File: src/rtl/periodic_timer_table_assert.svh
// Assertion macros shared by the timer table modules.
`ifndef PERIODIC_TIMER_TABLE_ASSERT_SVH
`define PERIODIC_TIMER_TABLE_ASSERT_SVH
`ifndef ASSERT_OFF
`define PTT_ASSERT(label, clk, rstn, prop, msg) \
  label: assert property (@(posedge clk) disable iff (!rstn) (prop)) else $error(msg);
`define PTT_ASSERT_NEXT(label, clk, rstn, pre, post, msg) \
  label: assert property (@(posedge clk) disable iff (!rstn) (pre) |=> (post)) else $error(msg);
`else
`define PTT_ASSERT(label, clk, rstn, prop, msg)
`define PTT_ASSERT_NEXT(label, clk, rstn, pre, post, msg)
`endif
`endif

File: src/rtl/ptt_pkg.sv
// Shared types and constants of the periodic timer table.
package ptt_pkg;
  localparam int unsigned TimerSlotsDef = 16;
  localparam int unsigned TimeWidthDef  = 32;

  localparam logic [1:0] KIND_TICK     = 2'd0;
  localparam logic [1:0] KIND_SCHEDULE = 2'd1;
  localparam logic [1:0] KIND_RELEASE  = 2'd2;
  localparam logic [1:0] KIND_UNUSED   = 2'd3;

  localparam logic [1:0] RES_ASSIGNED = 2'd0;
  localparam logic [1:0] RES_FIRED    = 2'd1;
  localparam logic [1:0] RES_FULL     = 2'd2;

  typedef struct packed {
    logic [1:0]  kind;
    logic [31:0] elapsed;
    logic [7:0]  priority_req;
    logic [31:0] period;
    logic [15:0] release_id;
  } cmd_t;

  typedef struct packed {
    logic [1:0]  result_kind;
    logic [15:0] timer_id;
    logic        last;
  } res_t;
endpackage

File: src/rtl/ptt_if.sv
// Valid/ready channel interfaces for commands and results.
interface ptt_cmd_if import ptt_pkg::*; ();
  logic valid;
  logic ready;
  logic [1:0]  kind;
  logic [31:0] elapsed;
  logic [7:0]  priority_req;
  logic [31:0] period;
  logic [15:0] release_id;
  modport source (output valid, kind, elapsed, priority_req, period, release_id,
                  input ready);
  modport sink (input valid, kind, elapsed, priority_req, period, release_id,
                output ready);
endinterface


File: src/rtl/ptt_front.sv
// Front end: accept commands, drop unknown kinds, push into a two-entry queue.
`include "periodic_timer_table_assert.svh"
module ptt_front import ptt_pkg::*; (
  input  logic clk_i,
  input  logic rst_ni,
  ptt_cmd_if.sink cmd,
  output logic q_valid_o,
  output cmd_t q_cmd_o,
  input  logic q_pop_i
);
  cmd_t       mem_q [2];
  logic       wp_q, rp_q;
  logic [1:0] cnt_q;
  logic       push;

  assign cmd.ready = (cnt_q != 2'd2);
  assign push = cmd.valid && cmd.ready && (cmd.kind != KIND_UNUSED);
  assign q_valid_o = (cnt_q != 2'd0);
  assign q_cmd_o = mem_q[rp_q];

  always_ff @(posedge clk_i) begin
    if (push) begin
      mem_q[wp_q] <= '{cmd.kind, cmd.elapsed, cmd.priority_req, cmd.period,
                       cmd.release_id};
    end
  end

  always_ff @(posedge clk_i or negedge rst_ni) begin
    if (!rst_ni) begin
      wp_q <= 1'b0;
      rp_q <= 1'b0;
      cnt_q <= 2'd0;
    end else begin
      if (push) wp_q <= ~wp_q;
      if (q_pop_i) rp_q <= ~rp_q;
      cnt_q <= cnt_q + {1'b0, push} - {1'b0, q_pop_i};
    end
  end

  `PTT_ASSERT(a_no_pop_empty, clk_i, rst_ni, !(q_pop_i && cnt_q == 2'd0),
              "pop from empty queue")
  `PTT_ASSERT(a_cnt_range, clk_i, rst_ni, cnt_q != 2'd3, "queue count overflow")
  `PTT_ASSERT_NEXT(a_full_block, clk_i, rst_ni, cnt_q == 2'd2 && !q_pop_i,
                   cnt_q == 2'd2, "full queue lost an entry")
endmodule

File: src/flat_wrapper.sv
// flat-port wrapper written by rule: the top's interface ports become plain ports
module ptt_front_flat import ptt_pkg::*;
  (clk_i, rst_ni, q_valid_o, q_cmd_o, q_pop_i, cmd_valid, cmd_kind, cmd_elapsed, cmd_priority_req, cmd_period, cmd_release_id, cmd_ready);
  ptt_cmd_if cmd_i ();
  input  logic clk_i;
  input  logic rst_ni;
  output logic q_valid_o;
  output cmd_t q_cmd_o;
  input  logic q_pop_i;
  input wire logic [$bits(cmd_i.valid)-1:0] cmd_valid;
  input wire logic [$bits(cmd_i.kind)-1:0] cmd_kind;
  input wire logic [$bits(cmd_i.elapsed)-1:0] cmd_elapsed;
  input wire logic [$bits(cmd_i.priority_req)-1:0] cmd_priority_req;
  input wire logic [$bits(cmd_i.period)-1:0] cmd_period;
  input wire logic [$bits(cmd_i.release_id)-1:0] cmd_release_id;
  output wire logic [$bits(cmd_i.ready)-1:0] cmd_ready;
  assign cmd_i.valid = cmd_valid;
  assign cmd_i.kind = cmd_kind;
  assign cmd_i.elapsed = cmd_elapsed;
  assign cmd_i.priority_req = cmd_priority_req;
  assign cmd_i.period = cmd_period;
  assign cmd_i.release_id = cmd_release_id;
  assign cmd_ready = cmd_i.ready;
  ptt_front u_core (.clk_i(clk_i), .rst_ni(rst_ni), .cmd(cmd_i), .q_valid_o(q_valid_o), .q_cmd_o(q_cmd_o), .q_pop_i(q_pop_i));
endmodule
File: config.mk
export PLATFORM = sky130hd
export DESIGN_NAME = ptt_front_flat
export DESIGN_NICKNAME = d
export VERILOG_FILES = /design/src/rtl/ptt_pkg.sv /design/src/rtl/ptt_if.sv /design/src/rtl/ptt_front.sv /design/src/flat_wrapper.sv
export VERILOG_INCLUDE_DIRS = /design/src /design/src/rtl
export SDC_FILE = /design/constraint.sdc
export NUM_CORES = 1
export LEC_CHECK = 0
export BUFFER_PORTS_ARGS = -buffer_cell sky130_fd_sc_hd__buf_2
export CORE_ASPECT_RATIO = 0.9
export CORE_MARGIN = 4
export CORE_UTILIZATION = 40
export CTS_BUF_LIST = sky130_fd_sc_hd__clkbuf_2 sky130_fd_sc_hd__clkbuf_4 sky130_fd_sc_hd__clkbuf_8
export CTS_CLUSTER_DIAMETER = 150
export CTS_CLUSTER_SIZE = 12
export DETAILED_ROUTE_END_ITERATION = 10
export PLACE_DENSITY = 0.66
export SLEW_MARGIN = 5
export SYNTH_ARGS = -nofsm -noshare
export SYNTH_HDL_FRONTEND = slang
export SYNTH_SLANG_ARGS = --single-unit
File: constraint.sdc
create_clock -name clk_i -period 5.1 [get_ports clk_i]
set_input_delay 1.02 -clock clk_i [delete_from_list [all_inputs] [get_ports clk_i]]
set_output_delay 1.02 -clock clk_i [all_outputs]
set_load 0.02 [all_outputs]
==> After elaboration in Yosys (flattened, before gate mapping) <==
Memory sizes are Yosys's and may differ from the RTL's.
Index checks and enable logic that the tools add are counted.
{ "totals": {"ramBits": 180, "inputBits": 94, "reg_bits": 4, "output_inout_bits": 92, "elab_cells": 15, "n_memories": 1} }
{ "op_classes": {"muxes": 2, "reduce_logical": 3, "n_eq_ne": 2, "n_addsub": 2, "bitwise_logic": 2} }
{ "mem_list": {"columns": ["name", "depth", "width", "read_ports", "rd_ports_with_merged_regs", "write_ports", "line", "source"], "rows": [
  ["u_core.mem_q", 2, 90, 1, 0, 1, "ptt_front.sv:11", "cmd_t mem_q [2];"]
]} }
{ "ops": {"columns": ["op", "n"], "rows": [
  ["$ne 2x2->1 const B", 2],
  ["$add 2x1->2", 1],
  ["$logic_and 1x1->1", 2],
  ["$mux 1", 2],
  ["$not 1->1", 2],
  ["$reduce_bool 2->1", 1],
  ["$sub 2x1->2", 1]
]} }

==> Longest topological paths before layout <==
Gate-level depths: netlist of the first run.
{ "depth": {"word_depth": 5, "depth_mapped": 4, "depth_no_buf": 4} }

==> Worst setup path after synthesis of the first run <==
No wires, ideal clock.
{ "synth_timing": {"kind": "input to register", "from": "input port cmd_kind[0]", "to": "memory u_core.mem_q[0][0] in the netlist's numbering (enable)", "t_arrival_ns": 5.037, "t_required_ns": 4.560, "n_path_buf": 0, "cell_stages": 3, "path_slack_ns": -0.477, "path_cell_list": "nand2_1 > nand3_1 > nor2_1"} }
{ "synth_via": {"elab_chain_len": 4} }
{ "synth_rtl": {"columns": ["element", "line", "source"], "rows": [
  ["start: declaration", "flat_wrapper.sv:11", "input wire logic [$bits(cmd_i.kind)-1:0] cmd_kind;"],
  ["$ne 2x2->1", "ptt_front.sv:17", "assign push = cmd.valid && cmd.ready && (cmd.kind != KIND_UNUSED);"],
  ["$logic_and 1x1->1", "ptt_front.sv:17", null],
  ["$mux 1", "ptt_front.sv:22", "if (push) begin"],
  ["$mux 1 (implied by the code)", "ptt_front.sv:23", "mem_q[wp_q] <= '{cmd.kind, cmd.elapsed, cmd.priority_req, cmd.period,"],
  ["end: declaration", "ptt_front.sv:11", null]
]} }
Every way passes these cells.

==> metrics.txt, run 1 <==
# TYPE chip_impl_metric gauge
chip_impl_metric{name="finalWeightedCongestion",unit=""} 0.726
chip_impl_metric{name="count_of_input_and_output_buffers",unit=""} 185
chip_impl_metric{name="cp.arrival",unit="ps"} 2320
chip_impl_metric{name="drt_wl_cell",unit="um"} 16.7
chip_impl_metric{name="timing_max_transition_violations_final",unit=""} 0
chip_impl_metric{name="final_design_area_no_fill",unit="um2"} 8680
chip_impl_metric{name="fin_crit",unit="ps"} 3340
chip_impl_metric{name="place.detailed.hpwl",unit="um"} 8600
chip_impl_metric{name="worst_pin_slew",unit="ps"} 730
chip_impl_info{name="critical_path.startpoint_type",value="register"} 1
chip_impl_metric{name="die_width",unit="um"} 149
chip_impl_metric{name="clock_sink_count",unit=""} 184
chip_impl_metric{name="timing.fmax",unit="GHz"} 0.300
chip_impl_metric{name="post_cts.repair.setup_buffers",unit=""} 0
chip_impl_metric{name="fin_nets",unit=""} 595
chip_impl_metric{name="whs",unit="ps"} 374
chip_impl_metric{name="worst-endpoint-required",unit="ps"} 4080
chip_impl_metric{name="design.portCount",unit=""} 186
chip_impl_metric{name="cts.hold.buffers_added",unit=""} 0
chip_impl_metric{name="placement_rows",unit=""} 46
chip_impl_metric{name="filler_cell_count",unit=""} 1459
chip_impl_metric{name="final.setup_skew",unit="ps"} 9.64
chip_impl_metric{name="route.detailed.vias_per_inst",unit=""} 4.41
chip_impl_metric{name="gr-usage-all-layers",unit="%"} 12.7
chip_impl_metric{name="n_antenna_cell",unit=""} 0
chip_impl_metric{name="num_vias",unit=""} 3318
chip_impl_metric{name="clock_tree.htree_level_count",unit=""} 4
chip_impl_info{name="cts_tree",value="done"} 1
chip_impl_metric{name="timing_hold_violations_final",unit=""} 0
chip_impl_metric{name="final_cycle_utilization_of_the_critical_path",unit="%"} 65.5
chip_impl_metric{name="remaining_drc_errors",unit=""} 0
chip_impl_metric{name="layout-area-overhead-vs-synth",unit="%"} 21.5
chip_impl_metric{name="first_drt_iteration_drcs",unit=""} 95
chip_impl_metric{name="grt_pass1_wl",unit="um"} 19400
chip_impl_metric{name="postSynthNetCount",unit=""} 394
chip_impl_metric{name="grt_start_max_net_pins",unit=""} 53
chip_impl_metric{name="timing.setup.tns",unit="ps"} 0
chip_impl_metric{name="yosysWarnings",unit=""} 0
chip_impl_metric{name="max-slew-margin-rel",unit="%"} 51.3
chip_impl_metric{name="count_of_final_setup_violators",unit=""} 0
chip_impl_metric{name="maximum_root_to_sink_buffer_count",unit=""} 2
chip_impl_metric{name="chipHeight",unit="um"} 135
chip_impl_metric{name="initial_utilization",unit="%"} 40.7
chip_impl_metric{name="leakagePower",unit="nW"} 3.46
chip_impl_metric{name="synth.yosys.seq_area_share",unit="%"} 77.0
chip_impl_metric{name="post_synthesis_sequential_element_count",unit=""} 184
chip_impl_info{name="timing_worst_setup_path_type",value="reg -> out"} 1
chip_impl_metric{name="post_cts.resized_instances",unit=""} 0
chip_impl_info{name="status",value="finished clean"} 1
chip_impl_metric{name="synth_cell_types",unit=""} 16
chip_impl_metric{name="grt_antenna_before_repair",unit=""} 0
chip_impl_metric{name="die-area",unit="um2"} 20100
chip_impl_metric{name="pwr_density_cell",unit="nW/um2"} 557
chip_impl_metric{name="design.core.area",unit="um2"} 17600
chip_impl_metric{name="drv.max_cap_violation_count",unit=""} 0
chip_impl_metric{name="vdd.ir_drop.worst",unit="mV"} 0.293
chip_impl_info{name="worst_hold_path_type",value="in -> async"} 1
chip_impl_metric{name="syn_area_per_cell",unit="um2"} 23.9
chip_impl_metric{name="worst_slack",unit="ps"} 1760
chip_impl_metric{name="totalPowerFinal",unit="W"} 0.00483
chip_impl_metric{name="post_route_cells_drive_above_1_share",unit="%"} 61.4
chip_impl_metric{name="drt_first_pass_iters",unit=""} 4
chip_impl_metric{name="critPathMaxFanout",unit=""} 32
chip_impl_info{name="grt_setup_unrepaired",value="no"} 1
chip_impl_metric{name="clk_slew_on_worst_s_h_paths",unit="ps"} 90
chip_impl_metric{name="syn_area",unit="um2"} 7150
chip_impl_metric{name="grt_overflow",unit=""} 0
chip_impl_metric{name="placement.setup.worst_slack",unit="ps"} 2200
chip_impl_metric{name="worst_skew_pair.late_latency",unit="ps"} 440
chip_impl_info{name="ctsRootBufferMaster",value="sky130_fd_sc_hd__clkbuf_8"} 1
chip_impl_metric{name="syn-instance-count",unit=""} 299
chip_impl_info{name="post_synth_main_area_contributors",value="sky130_fd_sc_hd__edfxtp_1, sky130_fd_sc_hd__mux2_4, sky130_fd_sc_hd__buf_12"} 1
chip_impl_metric{name="placement.cell_area",unit="um2"} 8250
chip_impl_info{name="yosysTopAreaCell",value="sky130_fd_sc_hd__edfxtp_1"} 1
chip_impl_metric{name="fraction_of_synthesized_cell_area_taken_by_the_top_area_cell_type",unit="%"} 75.6
chip_impl_metric{name="ant_nets",unit=""} 0
chip_impl_metric{name="grt_pass1_vias",unit=""} 3648
chip_impl_metric{name="cts_made_buffers",unit=""} 17
chip_impl_metric{name="totalWireLength",unit="um"} 12600
chip_impl_info{name="endpoint_kind",value="primary output"} 1
final timing paths:
kind	from	depth (start not counted)	to	slack (ps)
max	u_core.rp_q	3	q_cmd_o[83]	1760
min	rst_ni	1	u_core.wp_q	370
max reg2reg	u_core.cnt_q[1]	4	u_core.mem_q[0][55]	3080
min reg2reg	u_core.wp_q	1	u_core.wp_q	550
max in group asynchronous	rst_ni	1	u_core.rp_q	4580
min in group clk_i	u_core.wp_q	1	u_core.wp_q	550
cell usage after synthesis:
cell and count:
sky130_fd_sc_hd__ha_1 1, sky130_fd_sc_hd__mux2_4 89, sky130_fd_sc_hd__xor2_1 3, sky130_fd_sc_hd__inv_1 2
sky130_fd_sc_hd__nand2_1 1, sky130_fd_sc_hd__buf_12 9, sky130_fd_sc_hd__nor2_1 2, sky130_fd_sc_hd__xnor2_1 2
sky130_fd_sc_hd__edfxtp_1 180, sky130_fd_sc_hd__nand4b_1 1, sky130_fd_sc_hd__mux2_2 1, sky130_fd_sc_hd__buf_6 1
sky130_fd_sc_hd__dfrtp_1 4, sky130_fd_sc_hd__nand2b_1 1, sky130_fd_sc_hd__or2_2 1, sky130_fd_sc_hd__nand3_1 1
cells in the final DEF, fill, tap and decap left out, types with 2 or more instances in the layout:
cell type	n
sky130_fd_sc_hd__buf_2	185
sky130_fd_sc_hd__buf_4	7
sky130_fd_sc_hd__bufinv_16	4
sky130_fd_sc_hd__clkbuf_8	17
sky130_fd_sc_hd__clkinv_1	3
sky130_fd_sc_hd__clkinvlp_4	2
sky130_fd_sc_hd__dfrtp_1	3
sky130_fd_sc_hd__edfxtp_1	180
sky130_fd_sc_hd__inv_1	2
sky130_fd_sc_hd__inv_6	3
sky130_fd_sc_hd__mux2_4	89
sky130_fd_sc_hd__nor2_4	2
sky130_fd_sc_hd__xnor2_1	2
sky130_fd_sc_hd__xor2_1	3
state kept, by name, indices dropped and copies added, names as in the netlist:
register / count
u_core.rp_q: 1
u_core.cnt_q: 2
u_core.wp_q: 1
u_core.mem_q: 180
cell families after synthesis:
kind of cell / count (synthesis) / share of synthesized area (%)
xor+xnor: 5 / 0.613
fa+ha+maj: 1 / 0.175
buf+inv: 12 / 2.78
flops: 184 / 77.0
mux: 90 / 18.9
simple gates: 7 / 0.525
metal layers:
| metal | track usage, % | share of wire [%] | vias up |
|---|---|---|---|
| li1 | - | - | 1578 |
| met1 | 15.8 | 42 | 1612 |
| met2 | 20.4 | 49 | 119 |
| met3 | 5.81 | 8.8 | 9 |
| met4 | 2.90 | 0.71 | 0 |
| met5 | 0 | 0 | - |
critical path, stage by stage, from the launching register on:
cell and delay, ps:
sky130_fd_sc_hd__dfrtp_4 830, sky130_fd_sc_hd__buf_4 510, sky130_fd_sc_hd__mux2_4 350, sky130_fd_sc_hd__buf_2 160
power breakdown:
group	internal, W	leakage (nW)	switching [W]
registers	0.00198	1.70	0.000138
clock network	0.000537	0.211	0.000503
logic	0.000767	1.55	0.000908
total	0.00328	3.46	0.00155
cell type report:
cell class | instances | area (um2) | area share [%]
repair buffers | 192 | 978 | 11.3
flip-flops and latches | 184 | 5510 | 63.4
clock buffers | 17 | 234 | 2.69
multi-input cells | 103 | 1460 | 16.8
clock inverters | 15 | 198 | 2.28
inverters | 2 | 7.51 | 0.0865
well taps | 240 | 300 | 3.46
stage by stage:
stage,instances,utilization [%]
6_report,753,49.5
5_1_grt,753,49.5
4_1_cts,753,49.5
3_5_place_dp,721,47.0
3_3_place_gp,721,47.0
2_1_floorplan,299,-
(Power assumes the default switching activity.)
==> run 2: changes to the inputs <==
- PLACE_DENSITY: 0.66 -> unset
- clock period: 5.1 -> 3.2 ns (I/O delays scaled with it)
==> run 2 against run 1 <==
Global-route usage about the same. Clock-buffer cell count unchanged. Sequential cell count unchanged. Clock skew decreased by 2.3 ps. Routed wire length increased by 1.0%. Sequential power increased by 59%. Setup slack got worse by 1500 ps. Via count increased by 2.7%. Non-clock buffer count increased by 1. Power increased by 62%. Hold slack got worse by 5.5 ps. Core utilization increased by 0.37 points. Highest routed layer is now met5.
==> metrics.txt, run 2 (synthesis results as in run 1) <==
# TYPE chip_impl_metric gauge
chip_impl_metric{name="clock_tree.htree_level_count",unit=""} 4
chip_impl_metric{name="worst_pin_slew",unit="ps"} 605
chip_impl_metric{name="grt_util_met1",unit="%"} 14.9
chip_impl_info{name="worst_hold_path_type",value="in -> reg"} 1
chip_impl_metric{name="slowest_delay",unit="ps"} 830
chip_impl_metric{name="fin_nets",unit=""} 596
chip_impl_metric{name="totalPowerFinal",unit="W"} 0.00782
chip_impl_metric{name="cts_made_buffers",unit=""} 17
chip_impl_metric{name="count_of_final_setup_violators",unit=""} 0
chip_impl_metric{name="timing_max_transition_violations_final",unit=""} 0
chip_impl_info{name="grt_setup_unrepaired",value="no"} 1
chip_impl_info{name="final_cell_mix",value="sky130_fd_sc_hd__buf_2, sky130_fd_sc_hd__edfxtp_1, sky130_fd_sc_hd__mux2_4"} 1
chip_impl_metric{name="worstRegToRegCells",unit=""} 4
chip_impl_metric{name="maximum_root_to_sink_buffer_count",unit=""} 2
chip_impl_metric{name="worst-endpoint-required",unit="ps"} 2560
chip_impl_metric{name="post_cts.repair.setup_buffers",unit=""} 0
chip_impl_metric{name="remaining_drc_errors",unit=""} 0
chip_impl_metric{name="chipHeight",unit="um"} 135
chip_impl_metric{name="design.core.area",unit="um2"} 17600
chip_impl_metric{name="design.portCount",unit=""} 186
chip_impl_metric{name="die_width",unit="um"} 149
chip_impl_metric{name="gr-usage-all-layers",unit="%"} 12.7
chip_impl_info{name="crit_path_cell_trace",value="buf_4, mux2_2, buf_2"} 1
chip_impl_metric{name="initial_utilization",unit="%"} 40.7
chip_impl_info{name="ctsRootBufferMaster",value="sky130_fd_sc_hd__clkbuf_8"} 1
chip_impl_metric{name="count_of_input_and_output_buffers",unit=""} 185
chip_impl_info{name="cpMaxStageDelayCell",value="sky130_fd_sc_hd__dfrtp_4"} 1
chip_impl_metric{name="ant_nets",unit=""} 0
chip_impl_metric{name="die-area",unit="um2"} 20100
chip_impl_info{name="layout_commonest_cell",value="sky130_fd_sc_hd__buf_2"} 1
chip_impl_metric{name="route.detailed.vias_per_inst",unit=""} 4.52
chip_impl_info{name="critical_path.startpoint_type",value="register"} 1
chip_impl_metric{name="drt_first_pass_iters",unit=""} 4
chip_impl_metric{name="leakagePower",unit="nW"} 3.49
chip_impl_metric{name="place.detailed.hpwl",unit="um"} 8390
chip_impl_metric{name="clock_sink_count",unit=""} 184
chip_impl_metric{name="critPathMaxFanout",unit=""} 32
chip_impl_info{name="status",value="finished clean"} 1
chip_impl_metric{name="timing_hold_violations_final",unit=""} 0
chip_impl_metric{name="cp.arrival",unit="ps"} 2270
chip_impl_metric{name="globalRouteMet3Util",unit="%"} 5.54
chip_impl_info{name="endpoint_kind",value="primary output"} 1
chip_impl_info{name="cts_tree",value="done"} 1
chip_impl_metric{name="num_vias",unit=""} 3409
chip_impl_metric{name="grt_pass1_vias",unit=""} 3681
chip_impl_metric{name="grt_util_met2",unit="%"} 20.8
chip_impl_metric{name="post_cts.resized_instances",unit=""} 0
chip_impl_metric{name="placement_rows",unit=""} 46
chip_impl_metric{name="post_route_cells_drive_above_1_share",unit="%"} 61.8
chip_impl_metric{name="worst_skew_pair.late_latency",unit="ps"} 450
chip_impl_metric{name="grt_pass1_wl",unit="um"} 19200
chip_impl_metric{name="whs",unit="ps"} 368
chip_impl_metric{name="layout-area-overhead-vs-synth",unit="%"} 22.4
chip_impl_metric{name="max-slew-margin-rel",unit="%"} 59.7
chip_impl_metric{name="layout.core_utilization",unit="%"} 49.8
chip_impl_metric{name="worst_slack",unit="ps"} 291
chip_impl_metric{name="grt_overflow",unit=""} 0
chip_impl_metric{name="pwr_density_cell",unit="nW/um2"} 894
chip_impl_metric{name="vdd.ir_drop.worst",unit="mV"} 0.414
chip_impl_metric{name="grt_start_max_net_pins",unit=""} 65
chip_impl_info{name="grt_busiest_layer",value="met2"} 1
chip_impl_metric{name="final_cycle_utilization_of_the_critical_path",unit="%"} 90.9
chip_impl_metric{name="grt_antenna_before_repair",unit=""} 1
chip_impl_metric{name="whs_path_depth",unit=""} 1
chip_impl_metric{name="clk_slew_on_worst_s_h_paths",unit="ps"} 90
chip_impl_info{name="timing_worst_setup_path_type",value="reg -> out"} 1
chip_impl_info{name="largest_register",value="u_core.mem_q"} 1
chip_impl_metric{name="totalWireLength",unit="um"} 12700
chip_impl_metric{name="drv.max_cap_violation_count",unit=""} 0
chip_impl_metric{name="final.setup_skew",unit="ps"} 7.38
chip_impl_metric{name="placement.setup.worst_slack",unit="ps"} 738
chip_impl_metric{name="timing.fmax",unit="GHz"} 0.344
chip_impl_metric{name="fin_crit",unit="ps"} 2910
chip_impl_metric{name="largest_register_ff_count",unit=""} 180
chip_impl_metric{name="drt_wl_cell",unit="um"} 16.9
chip_impl_metric{name="filler_cell_count",unit=""} 1443
chip_impl_metric{name="first_drt_iteration_drcs",unit=""} 148
chip_impl_info{name="biggestRegsByFlops",value="u_core.mem_q x180, u_core.cnt_q x2"} 1
chip_impl_metric{name="cts.hold.buffers_added",unit=""} 1
chip_impl_metric{name="finalWeightedCongestion",unit=""} 0.698
[run 2: cell count changes in the layout (fill, tap and decap cells not counted), sizes merged]
cell and delta:
clkinv -3, inv +2, dlygate4sd3 +1, diode +1
[run 2: power breakdown]
part	switching (W)	internal [W]	leakage, nW
registers	0.000216	0.00315	1.70
logic	0.00146	0.00126	1.56
clock network	0.000857	0.000872	0.219
[run 2: path summary, 6_finish.rpt]
path / slack (ps) / startpoint / end
worst min-delay path: 370 / cmd_release_id[5] / u_core.mem_q[1][5]
min in group asynchronous: 530 / rst_ni / u_core.cnt_q[0]
worst min register to register: 580 / u_core.wp_q / u_core.wp_q
worst max register to register: 1450 / u_core.cnt_q[1] / u_core.mem_q[1][17]
max in group asynchronous: 2530 / rst_ni / u_core.rp_q
worst max-delay path: 290 / u_core.rp_q / q_cmd_o[89]
[run 2: layout make-up]
class,count,area [um2],area share [%]
sequential,184,5510,63.0
multi-input combinational,103,1460,16.6
timing repair buffer,193,1030,11.7
tap,240,300,3.43
clock buffer,17,234,2.67
clock inverter,14,213,2.43
inverter,2,7.51,0.0858
antenna,1,2.50,0.0286
[run 2: per-layer routing]
layer,vias up,share of wire (%)
met4,2,1.1
met5,-,0.10
li1,1585,-
met2,122,49
met3,12,8.8
met1,1688,41
[run 2: worst max-delay path, delay by kind of cell, from the launching register on]
| kind | cells | cell delay (ps) |
|---|---|---|
| buf+inv | 2 | 600 |
| flops | 1 | 830 |
| mux | 1 | 370 |
[run 2: metrics by stage]
step	setup TNS (ps)	instances	cell area, um2
floorplan	-90790	299	7150
global placement	0	721	8290
detailed placement	0	721	8290
CTS	0	753	8750
global route	0	753	8750
finish	0	754	8750
